<file path="src/sv/hcc_pkg.sv">
package hcc_pkg;

  // field widths
  localparam int HeadW    = 25;
  localparam int StickW   = 18;
  localparam int QW       = 32;
  localparam int TargetW  = 26;
  localparam int LimW     = 31;
  localparam int CfgIdxW  = 3;

  // serial multiplier: 32-bit gain times 33-bit operand, Q34.16 product after floor shift
  localparam int MulAW    = 32;
  localparam int MulBW    = 33;
  localparam int ProdW    = MulAW + MulBW + 1 - 16;
  localparam int MulCntW  = 6;

  // wide sum used for saturation
  localparam int SumW     = ProdW + 1;

  typedef logic signed [QW-1:0]      q32_t;
  typedef logic signed [TargetW-1:0] target_t;
  typedef logic signed [ProdW-1:0]   prod_t;

  // register indexes
  localparam logic [CfgIdxW-1:0] REG_ANGLE_KP       = 3'd0;
  localparam logic [CfgIdxW-1:0] REG_ANGLE_KI       = 3'd1;
  localparam logic [CfgIdxW-1:0] REG_DEAD_BAND      = 3'd2;
  localparam logic [CfgIdxW-1:0] REG_DEAD_BAND_GAIN = 3'd3;
  localparam logic [CfgIdxW-1:0] REG_RATE_LIMIT     = 3'd4;
  localparam logic [CfgIdxW-1:0] REG_RATE_KP        = 3'd5;
  localparam logic [CfgIdxW-1:0] REG_RATE_KD        = 3'd6;

  // angles in Q16.16 degrees
  localparam q32_t HALF_TURN  = 32'sd11796480;
  localparam q32_t FULL_TURN  = 32'sd23592960;
  localparam q32_t Q_ONE      = 32'sd65536;
  localparam logic signed [23:0] STICK_SPAN = 24'sd30;

endpackage

</file>
<file path="src/sv/hcc_in_if.sv">
interface hcc_in_if;
  import hcc_pkg::*;

  logic                     valid;
  logic                     ready;
  logic [HeadW-1:0]         measured_heading;
  logic [HeadW-1:0]         commanded_heading;
  logic signed [StickW-1:0] stick_yaw;
  logic                     stick_enable;
  q32_t                     measured_rate;

  modport source (
    output valid, measured_heading, commanded_heading, stick_yaw, stick_enable,
           measured_rate,
    input  ready
  );

  modport sink (
    input  valid, measured_heading, commanded_heading, stick_yaw, stick_enable,
           measured_rate,
    output ready
  );

endinterface

</file>
<file path="src/sv/hcc_out_if.sv">
interface hcc_out_if;
  import hcc_pkg::*;

  logic    valid;
  logic    ready;
  q32_t    rate_command;
  q32_t    tail_drive;
  target_t heading_target;

  modport source (
    output valid, rate_command, tail_drive, heading_target,
    input  ready
  );

  modport sink (
    input  valid, rate_command, tail_drive, heading_target,
    output ready
  );

endinterface

</file>
<file path="src/sv/hcc_serial_mul.sv">
module hcc_serial_mul (
  input  logic                              clk,
  input  logic                              rst,
  input  logic                              start,
  input  logic signed [hcc_pkg::MulAW-1:0]  mcand,
  input  logic signed [hcc_pkg::MulBW-1:0]  mplier,
  output logic                              done,
  output hcc_pkg::prod_t                    product
);
  import hcc_pkg::*;

  logic                      busy;
  logic [MulCntW-1:0]        cnt;
  logic signed [MulAW:0]     hi;
  logic [MulBW-1:0]          lo;
  logic signed [MulAW-1:0]   m;
  logic signed [MulAW+1:0]   addend;
  logic signed [MulAW+1:0]   sum;
  logic [MulAW+MulBW:0]      full;

  // one multiplier bit per cycle, LSB first; the sign bit subtracts
  always_comb begin
    addend = '0;
    if (lo[0]) begin
      if (cnt == MulCntW'(MulBW - 1)) begin
        addend = -((MulAW+2)'(m));
      end else begin
        addend = (MulAW+2)'(m);
      end
    end
    sum = (MulAW+2)'(hi) + addend;
  end

  // floor shift by 16 is a plain drop of the low bits
  assign full    = {hi, lo};
  assign product = full[MulAW+MulBW:16];

  always_ff @(posedge clk) begin
    if (rst) begin
      busy <= 1'b0;
      done <= 1'b0;
      cnt  <= '0;
    end else begin
      done <= busy && (cnt == MulCntW'(MulBW - 1));
      if (start) begin
        busy <= 1'b1;
        cnt  <= '0;
        hi   <= '0;
        lo   <= mplier;
        m    <= mcand;
      end else if (busy) begin
        hi  <= sum[MulAW+1:1];
        lo  <= {sum[0], lo[MulBW-1:1]};
        cnt <= cnt + 1'b1;
        if (cnt == MulCntW'(MulBW - 1)) begin
          busy <= 1'b0;
        end
      end
    end
  end

endmodule

</file>
<file path="src/sv/heading_cascade_controller.sv">
// The result path runs the heading wrap, then four or five passes through the shared
// one-bit-per-cycle multiplier, the fifth when the heading error is in the dead band.
// A new input is taken only in the idle state, once the previous one has run every step;
// the next input is taken while a result waits in the output register.
// Reset (synchronous, rst high): clears integral, previous rate command and error,
// and loads register defaults (dead band gain 1.0, all others zero).
module heading_cascade_controller (
  input  logic                          clk,
  input  logic                          rst,
  input  logic                          cfg_we,
  input  logic [hcc_pkg::CfgIdxW-1:0]   cfg_index,
  input  logic [hcc_pkg::QW-1:0]        cfg_data,
  hcc_in_if.sink                        sample,
  hcc_out_if.source                     result
);
  import hcc_pkg::*;

  localparam logic [3:0] S_IDLE  = 4'd0;
  localparam logic [3:0] S_WRAP  = 4'd1;
  localparam logic [3:0] S_DBM   = 4'd2;
  localparam logic [3:0] S_INTEG = 4'd3;
  localparam logic [3:0] S_KPM   = 4'd4;
  localparam logic [3:0] S_KIM   = 4'd5;
  localparam logic [3:0] S_RERR  = 4'd6;
  localparam logic [3:0] S_RKPM  = 4'd7;
  localparam logic [3:0] S_RKDM  = 4'd8;
  localparam logic [3:0] S_OUT   = 4'd9;

  function automatic q32_t sat32(input logic signed [SumW-1:0] v);
    q32_t r;
    if (v[SumW-1:QW-1] == {(SumW-QW+1){v[SumW-1]}}) begin
      r = v[QW-1:0];
    end else if (v[SumW-1]) begin
      r = {1'b1, {(QW-1){1'b0}}};
    end else begin
      r = {1'b0, {(QW-1){1'b1}}};
    end
    return r;
  endfunction

  // configuration
  q32_t            angle_kp;
  q32_t            angle_ki;
  logic [LimW-1:0] dead_band;
  q32_t            dead_band_gain;
  logic [LimW-1:0] rate_limit;
  q32_t            rate_kp;
  q32_t            rate_kd;

  // loop state
  q32_t    integ;
  q32_t    prev_cmd;
  q32_t    prev_err;

  // per-item working registers
  logic [3:0] state;
  q32_t       err;
  target_t    target;
  q32_t       rate;
  q32_t       rerr;
  q32_t       pi;
  q32_t       tail;
  prod_t      acc;

  // output register
  logic       out_vld;
  logic       out_load;
  q32_t       out_cmd;
  q32_t       out_tail;
  target_t    out_target;

  // multiplier hookup
  logic                    mul_start;
  logic signed [MulAW-1:0] mul_mcand;
  logic signed [MulBW-1:0] mul_mplier;
  logic                    mul_done;
  prod_t                   mul_q;

  // combinational helpers
  logic signed [23:0]      stick_ext;
  logic signed [23:0]      stick_off;
  logic signed [TargetW:0] tgt_sum;
  target_t                 tgt_sat;
  q32_t                    err_raw;
  q32_t                    db32;
  q32_t                    lim32;
  logic                    err_over;
  logic                    err_under;
  logic                    in_db;
  q32_t                    integ_sum;
  q32_t                    integ_next;
  logic signed [SumW-1:0]  pi_sum;
  q32_t                    pi_next;
  q32_t                    rerr_next;
  logic signed [MulBW-1:0] drr;
  q32_t                    tail_next;

  hcc_serial_mul u_mul (
    .clk     (clk),
    .rst     (rst),
    .start   (mul_start),
    .mcand   (mul_mcand),
    .mplier  (mul_mplier),
    .done    (mul_done),
    .product (mul_q)
  );

  // target heading: command plus stick times 30 degrees when the stick is enabled
  always_comb begin
    stick_ext = 24'(sample.stick_yaw);
    stick_off = 24'(stick_ext * STICK_SPAN);
    tgt_sum   = $signed({2'b00, sample.commanded_heading})
              + (sample.stick_enable ? (TargetW+1)'(stick_off) : '0);
    if (tgt_sum[TargetW] != tgt_sum[TargetW-1]) begin
      tgt_sat = tgt_sum[TargetW] ? {1'b1, {(TargetW-1){1'b0}}}
                                 : {1'b0, {(TargetW-1){1'b1}}};
    end else begin
      tgt_sat = tgt_sum[TargetW-1:0];
    end
    err_raw = QW'(tgt_sat) - QW'($signed({1'b0, sample.measured_heading}));
  end

  always_comb begin
    db32      = $signed({1'b0, dead_band});
    lim32     = $signed({1'b0, rate_limit});
    err_over  = err > HALF_TURN;
    err_under = err < -HALF_TURN;
    in_db     = (err < db32) && (err > -db32);

    // conditional integration keyed on the previous rate command
    integ_sum = sat32(SumW'(integ) + SumW'(err));
    if (prev_cmd >= lim32) begin
      integ_next = (err < 0) ? integ_sum : integ;
    end else if (prev_cmd <= -lim32) begin
      integ_next = (err > 0) ? integ_sum : integ;
    end else begin
      integ_next = integ_sum;
    end

    pi_sum = SumW'(acc) + SumW'(mul_q);
    if (pi_sum > SumW'(lim32)) begin
      pi_next = lim32;
    end else if (pi_sum < -SumW'(lim32)) begin
      pi_next = -lim32;
    end else begin
      pi_next = pi_sum[QW-1:0];
    end

    rerr_next = sat32(SumW'(pi) - SumW'(rate));
    drr       = MulBW'(rerr) - MulBW'(prev_err);
    tail_next = sat32(SumW'(acc) - SumW'(mul_q));
  end

  // multiplier launch per step
  always_comb begin
    mul_start  = 1'b0;
    mul_mcand  = '0;
    mul_mplier = '0;
    unique case (state)
      S_WRAP: begin
        if (!err_over && !err_under && in_db) begin
          mul_start  = 1'b1;
          mul_mcand  = dead_band_gain;
          mul_mplier = MulBW'(err);
        end
      end
      S_INTEG: begin
        mul_start  = 1'b1;
        mul_mcand  = angle_kp;
        mul_mplier = MulBW'(err);
      end
      S_KPM: begin
        mul_start  = mul_done;
        mul_mcand  = angle_ki;
        mul_mplier = MulBW'(integ);
      end
      S_RERR: begin
        mul_start  = 1'b1;
        mul_mcand  = rate_kp;
        mul_mplier = MulBW'(rerr_next);
      end
      S_RKPM: begin
        mul_start  = mul_done;
        mul_mcand  = rate_kd;
        mul_mplier = drr;
      end
      default: begin
        mul_start = 1'b0;
      end
    endcase
  end

  // configuration writes
  always_ff @(posedge clk) begin
    if (rst) begin
      angle_kp       <= '0;
      angle_ki       <= '0;
      dead_band      <= '0;
      dead_band_gain <= Q_ONE;
      rate_limit     <= '0;
      rate_kp        <= '0;
      rate_kd        <= '0;
    end else if (cfg_we) begin
      unique case (cfg_index)
        REG_ANGLE_KP:       angle_kp       <= cfg_data;
        REG_ANGLE_KI:       angle_ki       <= cfg_data;
        REG_DEAD_BAND:      dead_band      <= cfg_data[LimW-1:0];
        REG_DEAD_BAND_GAIN: dead_band_gain <= cfg_data;
        REG_RATE_LIMIT:     rate_limit     <= cfg_data[LimW-1:0];
        REG_RATE_KP:        rate_kp        <= cfg_data;
        REG_RATE_KD:        rate_kd        <= cfg_data;
        default: begin
        end
      endcase
    end
  end

  assign sample.ready = (state == S_IDLE);

  // load the output register once it is free or being drained
  assign out_load = (state == S_OUT) && (!out_vld || result.ready);

  always_ff @(posedge clk) begin
    if (rst) begin
      state    <= S_IDLE;
      integ    <= '0;
      prev_cmd <= '0;
      prev_err <= '0;
      out_vld  <= 1'b0;
    end else begin
      if (out_load) begin
        out_vld <= 1'b1;
      end else if (result.ready) begin
        out_vld <= 1'b0;
      end
      unique case (state)
        S_IDLE: begin
          if (sample.valid) begin
            target <= tgt_sat;
            err    <= err_raw;
            rate   <= sample.measured_rate;
            state  <= S_WRAP;
          end
        end
        S_WRAP: begin
          if (err_over) begin
            err <= err - FULL_TURN;
          end else if (err_under) begin
            err <= err + FULL_TURN;
          end else if (in_db) begin
            state <= S_DBM;
          end else begin
            state <= S_INTEG;
          end
        end
        S_DBM: begin
          if (mul_done) begin
            err   <= sat32(SumW'(mul_q));
            state <= S_INTEG;
          end
        end
        S_INTEG: begin
          integ <= integ_next;
          state <= S_KPM;
        end
        S_KPM: begin
          if (mul_done) begin
            acc   <= mul_q;
            state <= S_KIM;
          end
        end
        S_KIM: begin
          if (mul_done) begin
            pi       <= pi_next;
            prev_cmd <= pi_next;
            state    <= S_RERR;
          end
        end
        S_RERR: begin
          rerr  <= rerr_next;
          state <= S_RKPM;
        end
        S_RKPM: begin
          if (mul_done) begin
            acc      <= mul_q;
            prev_err <= rerr;
            state    <= S_RKDM;
          end
        end
        S_RKDM: begin
          if (mul_done) begin
            tail  <= tail_next;
            state <= S_OUT;
          end
        end
        S_OUT: begin
          // hold until the output register is free
          if (out_load) begin
            out_cmd    <= pi;
            out_tail   <= tail;
            out_target <= target;
            state      <= S_IDLE;
          end
        end
        default: begin
          state <= S_IDLE;
        end
      endcase
    end
  end

  assign result.valid          = out_vld;
  assign result.rate_command   = out_cmd;
  assign result.tail_drive     = out_tail;
  assign result.heading_target = out_target;

endmodule

</file>
<file path="src/flat_wrapper.sv">
// flat-port wrapper written by rule: the top's interface ports become plain ports
module heading_cascade_controller_flat import hcc_pkg::*;
  (clk, rst, cfg_we, cfg_index, cfg_data, sample_valid, sample_measured_heading, sample_commanded_heading, sample_stick_yaw, sample_stick_enable, sample_measured_rate, sample_ready, result_valid, result_rate_command, result_tail_drive, result_heading_target, result_ready);
  hcc_in_if sample_i ();
  hcc_out_if result_i ();
  input  logic clk;
  input  logic rst;
  input  logic cfg_we;
  input  logic [hcc_pkg::CfgIdxW-1:0] cfg_index;
  input  logic [hcc_pkg::QW-1:0] cfg_data;
  input wire logic [$bits(sample_i.valid)-1:0] sample_valid;
  input wire logic [$bits(sample_i.measured_heading)-1:0] sample_measured_heading;
  input wire logic [$bits(sample_i.commanded_heading)-1:0] sample_commanded_heading;
  input wire logic [$bits(sample_i.stick_yaw)-1:0] sample_stick_yaw;
  input wire logic [$bits(sample_i.stick_enable)-1:0] sample_stick_enable;
  input wire logic [$bits(sample_i.measured_rate)-1:0] sample_measured_rate;
  output wire logic [$bits(sample_i.ready)-1:0] sample_ready;
  output wire logic [$bits(result_i.valid)-1:0] result_valid;
  output wire logic [$bits(result_i.rate_command)-1:0] result_rate_command;
  output wire logic [$bits(result_i.tail_drive)-1:0] result_tail_drive;
  output wire logic [$bits(result_i.heading_target)-1:0] result_heading_target;
  input wire logic [$bits(result_i.ready)-1:0] result_ready;
  assign sample_i.valid = sample_valid;
  assign sample_i.measured_heading = sample_measured_heading;
  assign sample_i.commanded_heading = sample_commanded_heading;
  assign sample_i.stick_yaw = sample_stick_yaw;
  assign sample_i.stick_enable = sample_stick_enable;
  assign sample_i.measured_rate = sample_measured_rate;
  assign sample_ready = sample_i.ready;
  assign result_valid = result_i.valid;
  assign result_rate_command = result_i.rate_command;
  assign result_tail_drive = result_i.tail_drive;
  assign result_heading_target = result_i.heading_target;
  assign result_i.ready = result_ready;
  heading_cascade_controller u_core (.clk(clk), .rst(rst), .cfg_we(cfg_we), .cfg_index(cfg_index), .cfg_data(cfg_data), .sample(sample_i), .result(result_i));
endmodule
</file>
<file path="config.mk">
export PLATFORM = sky130hd
export DESIGN_NAME = heading_cascade_controller_flat
export DESIGN_NICKNAME = d
export VERILOG_FILES = /design/src/sv/hcc_pkg.sv /design/src/sv/hcc_in_if.sv /design/src/sv/hcc_out_if.sv /design/src/sv/hcc_serial_mul.sv /design/src/sv/heading_cascade_controller.sv /design/src/flat_wrapper.sv
export SDC_FILE = /design/constraint.sdc
export NUM_CORES = 2
export LEC_CHECK = 0
export BUFFER_PORTS_ARGS = -buffer_cell sky130_fd_sc_hd__buf_2
export CORE_AREA = 5 5 337 339
export CTS_CLUSTER_DIAMETER = 150
export DETAILED_ROUTE_END_ITERATION = 8
export DIE_AREA = 0 0 342 344
export PLACE_DENSITY = 0.63
export SYNTH_ARGS = -nofsm -noshare
export SYNTH_HDL_FRONTEND = slang
export SYNTH_HIERARCHICAL = 1
export SYNTH_SLANG_ARGS = --single-unit
</file>
<file path="constraint.sdc">
create_clock -name clk -period 13 [get_ports clk]
set_clock_uncertainty 0.05 [all_clocks]
set_input_delay 1.3 -clock clk [delete_from_list [all_inputs] [get_ports clk]]
set_output_delay 1.3 -clock clk [all_outputs]
set_load 0.03 [all_outputs]
</file>
### Word level (Yosys, flattened, before mapping)

Index checks and enable logic that the tools add are counted.

* reductions and logical operators: 37
* bitwise operators: 1
* equal/unequal tests: 33
* muxes and demuxes: 49
* $add $sub $neg: 15
* order comparisons: 10
* $mul: 1

Operator list (count)
* 32-bit two-way mux: 19
* 33-bit case mux with 5 select lines: 1
* 32-bit case mux with 5 select lines: 1
* 33-bit two-way mux: 4
* 32-bit case mux with 3 select lines: 1
* 34-bit two-way mux: 2
* 32-bit by 32-bit subtractor with 33-bit output: 2
* 31-bit negation with 32-bit output: 2
* 19-bit == test: 3
* 26-bit two-way mux: 2
* 50-bit by 50-bit adder with 51-bit output: 1
* 51-bit by 32-bit greater-than comparator with 1-bit output: 1
* 51-bit < comparator: 1
* 31-bit negation with 51-bit output: 1
* 50-bit by 50-bit subtractor with 51-bit output: 1
* 4-bit case mux with 10 select lines: 1
* 4-bit two-way mux: 9
* 33-bit by 34-bit adder with 34-bit output: 1
* 32-bit negation with 34-bit output: 1
* 32-bit by 32-bit adder with 33-bit output: 1
* 32-bit by 26-bit adder with 32-bit output, second input constant: 1
* 32-bit >= comparator: 1
* 32-bit by 1-bit greater-than comparator with 1-bit output, second input constant: 1
* 32-bit by 25-bit greater-than comparator with 1-bit output, second input constant: 1
* other kinds (40): 87

* output and inout port bits: 92
* register bits after elaboration: 755
* word-level logic and storage cells: 174
* input port bits: 141

### Depth between registers and ports, before layout

* word-level depth: 8
* mapped depth: 49

### Modules after synthesis

The synthesis kept the hierarchy.

Modules (own cells, without submodules)
* heading_cascade_controller: sequential area each 16255.6 um^2, instances 1, area each 47663.2 um^2, cells an instance 5670
* hcc_serial_mul: sequential area each 3103.0 um^2, instances 1, area each 6812.8 um^2, cells an instance 653

### Least setup slack after synthesis

Ideal clock, no wire load.

* kind: input to register
* from: input port sample_stick_yaw[1]
* to: register u_core.err[26], data pin
* buffers on the path: 2
* slack: 2711 ps
* arrival time: 9980 ps
* stages: 44
* required time: 12691 ps
* path through: ha_1 -> xor2_1 -> ha_1 -> inv_1 -> fa_1 -> inv_1 -> ha_1 -> a21oi_1 -> o21ai_0 -> a21oi_1 -> nor2b_1 -> o21a_1 -> o41ai_1 -> o21ai_0 -> nor2b_1 -> or3_1 -> and3_1 -> ha_1 -> [... 8 more ...] -> nor2b_1 -> clkbuf_1 -> a21o_1 -> ha_1 -> fa_1 -> nand2b_1 -> a21boi_0 -> o21ai_0 -> a31o_2 -> a31oi_1 -> a41oi_1 -> a31oi_1 -> nand3_1 -> nand2_1 -> a21oi_1 -> o21ai_0 -> a21oi_1 -> a211o_1

* cells in the longest elaborated chain, start to end: 8
* elaborated cells on any way between the ends: 9
* classes of those cells: add/sub: 2; mul: 1; eq/ne: 1; mux: 5

Ends and longest elaborated chain
* from (decl): RTL line flat_wrapper.sv:14 `input wire logic [$bits(sample_i.stick_yaw)-1:0] sample_stick_yaw;`
* 18-bit by 5-bit multiplier with 23-bit output *: RTL line heading_cascade_controller.sv:111 `stick_off = 24'(stick_ext * STICK_SPAN);`
* 27-bit two-way mux *: RTL line heading_cascade_controller.sv:113 `+ (sample.stick_enable ? (TargetW+1)'(stick_off) : '0);`
* 25-bit by 27-bit adder with 27-bit output *: RTL line heading_cascade_controller.sv:113
* 26-bit two-way mux / 1-bit inequality test (equally long branches): RTL line heading_cascade_controller.sv:115, heading_cascade_controller.sv:114
* 26-bit two-way mux *: RTL line heading_cascade_controller.sv:114 `if (tgt_sum[TargetW] != tgt_sum[TargetW-1]) begin`
* 26-bit by 26-bit subtractor with 27-bit output *: RTL line heading_cascade_controller.sv:120 `err_raw = QW'(tgt_sat) - QW'($signed({1'b0, sample.measured_heading}));`
* 32-bit two-way mux *: RTL line heading_cascade_controller.sv:238 `if (sample.valid) begin`
* 32-bit case mux with 3 select lines *: RTL line heading_cascade_controller.sv:236 `unique case (state)`
* to (signal assigned): RTL line heading_cascade_controller.sv:240 `err <= err_raw;`
* to (signal assigned): RTL line heading_cascade_controller.sv:247 `err <= err - FULL_TURN;`
* to (signal assigned): RTL line heading_cascade_controller.sv:249 `err <= err + FULL_TURN;`
* to (decl): RTL line heading_cascade_controller.sv:57 `q32_t err;`

Mark *: on every way between the ends. The rest lies on a longest branch, timed or not. The select of a mux whose other input is x is not followed.
A chain may end at the register's enable or synchronous reset.

### Worst setup path in the final report

* from: input port sample_stick_yaw[0]
* to: register u_core.err[25], data pin

* cells in the longest elaborated chain, start to end: 8
* elaborated cells on any way between the ends: 9
* classes of those cells: add/sub: 2; mul: 1; eq/ne: 1; mux: 5

Ends and longest elaborated chain
* 18-bit by 5-bit multiplier with 23-bit output *: RTL line heading_cascade_controller.sv:111
* 27-bit two-way mux *: RTL line heading_cascade_controller.sv:113
* 25-bit by 27-bit adder with 27-bit output *: RTL line heading_cascade_controller.sv:113
* 26-bit two-way mux / 1-bit inequality test (equally long branches): RTL line heading_cascade_controller.sv:115, heading_cascade_controller.sv:114
* 26-bit two-way mux *: RTL line heading_cascade_controller.sv:114
* net u_core.tgt_sat[1]: RTL line heading_cascade_controller.sv:83 `target_t tgt_sat;`
* 26-bit by 26-bit subtractor with 27-bit output *: RTL line heading_cascade_controller.sv:120
* 32-bit two-way mux *: RTL line heading_cascade_controller.sv:238
* 32-bit case mux with 3 select lines *: RTL line heading_cascade_controller.sv:236

The timed path passes the listed nets; every way through them passes the cells marked *. The select of a mux whose other input is x is not followed.

==> run summary <==
Final Cycle Share - 86.6%
Leading cell types by total area after synthesis - sky130_fd_sc_hd__edfxtp_1, sky130_fd_sc_hd__ha_1, sky130_fd_sc_hd__dfxtp_1
Number of detailed-routing iterations run before antenna repair - 6
Endpoints failing hold - 0
Data arrival time of the critical path - 11.61 ns
Overall overflow remaining after global route - 0
Clock tree from TritonCTS - built
Total Routing Usage GR - 29.7%
CP dominant cell by count - sky130_fd_sc_hd__ha_1
Min Tclk post-route - 11.26 ns
Slowest stage cell, crit path - sky130_fd_sc_hd__nor2b_1
Run status - finished, final reports clean
Number of enable-type register cells in the synthesized netlist - 424
Part of the power in registers - 29.5%
Share of power burned in the clock network - 23.0%
Unrepaired setup endpoints after global routing - false
Number of max-cap violations - 0
Number of library cell types mapped by synthesis - 106
Terminus of the critical flop-to-flop path - u_core/prev_cmd[5]
Final cell count without fillers - 7957
Die width - 342 um
Placement row count - 122
Number of vias per cell after detailed routing - 6.06
Number of endpoints failing setup at the final stage - 0
Pwr/cell area - 184 nW/um^2
Synth Flop Type - sky130_fd_sc_hd__edfxtp_1
Share of flip-flops with an asynchronous set or reset after synthesis - 0%
Portion of the post-synthesis area used by sequential elements - 35.5%
Number of clock buffers inserted by TritonCTS - 86
P_leak - 23.7 nW
Cell-internal power - 6.39 mW
Area of the core region - 110000 um^2
Number of standard cells after synthesis - 6323
Largest delay contributor family on the critical path - compound AO/OA/AOI/OAI gates
Number of cells upsized or downsized after cts - 0
Count of hold buffers inserted by post-cts repair - 0
Number of instances in the placed design - 7795
Wire length of the first global-routing pass - 272000 um
Register bit total from synthesis - 755
Clock-pin slew on the worst setup and hold paths - 0.06 ns
Largest net degree at the start of global routing - 110
Required time of the critical path - 13.35 ns
R2R Path Start - u_core/u_mul/lo[16]
Total net switching power - 4.66 mW
Yosys warning count - 6
Endpoint class of the critical path - flip-flop
P&R area growth vs syn - 9.99%
Slew at the pin with the worst max-slew slack - 1.17 ns
DRC - 0
Cell taking the most area after synthesis - sky130_fd_sc_hd__edfxtp_1
Most common library cell in the layout ignoring fill and taps - sky130_fd_sc_hd__nand2_1
Hold path startpoint - u_core/tail[2]
Crit Path Max Fanout - 16
Final weighted congestion in routability-driven placement - 0.972
Finished layout cell area - 59900 um^2
Final count of pins violating max slew - 0
Area post-placement - 56900 um^2
Reg-to-reg slack, setup - 3.97 ns
Highest metal used - met5
Vertical die dimension - 344 um
Depth of the most critical reg-to-reg path - 25
Buf/Inv on CP - 1
Maximum root-to-sink buffer count - 3
Layout filler cell count - 10200
Total clock sinks - 755
Number of antenna violations at the first check in global routing - 9
Number of nets in the final layout - 7113
Hold Path Depth - 0
Io pins - 233
Detailed-route wire length per cell - 22.7 um
Routed vias - 48200
Fmax achieved - 88.8 MHz
Worst-skew pair later-pin latency - 0.68 ns
Port Buffers - 232
Class of the most critical setup path - input port to flip-flop
Syn_nets - 7041
Met3 wire length - 14900 um
Finished Core Util - 54.4%
Endpoint with the worst hold slack - u_core/result.tail_drive[2]
Share of final-layout standard cells stronger than drive strength 1 - 9.13%
Tightest Hold Check Type - flip-flop to flip-flop
Switching Fraction - 42.2%
Full die area - 118000 um^2
Mean cell area of the mapped netlist - 8.62 um^2
Part of the power in combinational logic - 47.5%
Setup fix buffers added after clock tree synthesis - 0
Iter 0 DRT Violations - 5177
Commonest non-fill, non-tap cells in the layout - sky130_fd_sc_hd__nand2_1, sky130_fd_sc_hd__a21oi_1, sky130_fd_sc_hd__ha_1
DRT antenna net count - 0
Maximum cell stage delay along the critical path - 0.57 ns
DRT Wirelength - 181000 um
Max_slew headroom - 21.9%
Cell area after synthesis - 54500 um^2
Final HPWL from detailed placement - 138000 um
Met2 wire length - 79200 um
Area share of the largest cell type after synthesis - 23.4%
Root buf cell - sky130_fd_sc_hd__clkbuf_16
DRT met1 WL - 79000 um
Startpoint type of the worst setup path - input port
Worst IR Drop VDD - 0.000135 V
Effective utilization at floorplan - 49.5%
CTS H-tree depth - 3
Setup_tns - 0 ns
Vias in the first global route - 44900
-- sequential cells by signal, summed over array words and instances (netlist names), 32 cells and up --
register	flops
u_core/acc	50
u_core/angle_ki	32
u_core/angle_kp	32
u_core/dead_band_gain	32
u_core/err	32
u_core/integ	32
u_core/pi	32
u_core/prev_cmd	32
u_core/prev_err	32
u_core/rate	32
u_core/rate_kd	32
u_core/rate_kp	32
u_core/rerr	32
u_core/result.rate_command	32
u_core/result.tail_drive	32
u_core/tail	32
u_core/u_mul/hi	33
u_core/u_mul/lo	33
u_core/u_mul/m	32
-- worst max path at each step --
stage / from / to / slack, ns / cells past startpoint
after floorplan: sample_stick_yaw[1] / u_core/err[26] / 2.71 / 44
after global placement: sample_stick_yaw[1] / u_core/err[30] / 1.32 / 42
after detailed placement: sample_stick_yaw[0] / u_core/err[25] / 1.24 / 40
after CTS: sample_stick_yaw[0] / u_core/err[25] / 1.92 / 40
after global routing: sample_stick_yaw[1] / u_core/err[25] / 0.89 / 41
final: sample_stick_yaw[0] / u_core/err[25] / 1.74 / 40
-- cells in the mapped netlist (all sizes together), types with 28 or more instances --
library cell	n
a31oi	30
mux2	39
nor3	139
inv	430
ha	538
a22oi	73
xor2	79
or3	42
edfxtp	424
o21bai	46
nor2b	69
a211oi	63
o21a	49
dfxtp	331
nand4	81
nor2	373
and2	65
fa	39
o211ai	37
nor4	57
o31ai	57
mux2i	28
nand2b	89
o21ai	313
a21o	145
nand2	856
xnor2	238
buf	56
a221oi	29
nand3	144
clkbuf	251
a21oi	719
-- power groups by stage --
| stage | clock network (mW) | registers [mW] | logic [mW] |
|---|---|---|---|
| floorplan | 0 | 3.08 | 3.78 |
| global placement | 0 | 3.30 | 5.05 |
| detailed placement | 0 | 3.30 | 5.12 |
| CTS | 2.60 | 3.25 | 5.16 |
| global route | 2.69 | 3.26 | 5.75 |
| finish | 2.55 | 3.26 | 5.24 |
-- routing by layer --
| metal | up-vias | GRT usage (%) |
|---|---|---|
| met5 | - | 0 |
| met4 | 6 | 11.4 |
| met3 | 357 | 4.72 |
| met2 | 1996 | 46.2 |
| met1 | 22900 | 41.8 |
| li1 | 22900 | - |
-- final cells by class --
cell class | instances | area, um^2 | share of cell area [%]
Antenna cell | 4 | 10.0 | 0.0167
Clock buffer | 122 | 2540 | 4.25
Clock inverter | 36 | 445 | 0.743
Inverter | 432 | 1620 | 2.71
Multi-Input combinational cell | 4829 | 32500 | 54.2
Sequential cell | 755 | 19400 | 32.3
Tap cell | 1488 | 1860 | 3.11
Timing Repair Buffer | 291 | 1610 | 2.69
-- per-stage QoR --
stage	power [mW]	worst slack [ns]	hold WS [ns]
final	11.0	1.74	0.352
after global routing	11.7	0.887	0.371
after CTS	11.0	1.92	0.349
after detailed placement	8.43	1.24	0.355
after global placement	8.35	1.32	0.351
after floorplan	6.87	2.71	0.350
-- cells by family (layout without fill, tap and decap cells) --
kind of cell | count (synthesis) | in the layout | share of synthesized area (%)
AO/OA/AOI/OAI | 1792 | 1792 | 20.8
buffers and inverters | 739 | 881 | 5.30
XOR/XNOR | 317 | 317 | 5.10
adder cells (fa/ha/maj) | 586 | 586 | 14.0
multiplexers | 67 | 67 | 1.32
other | 0 | 4 | 0
flip-flops | 755 | 755 | 35.5
AND/OR/NAND/NOR | 2067 | 2067 | 18.0
Note: power is estimated with default switching activity, not from simulation.
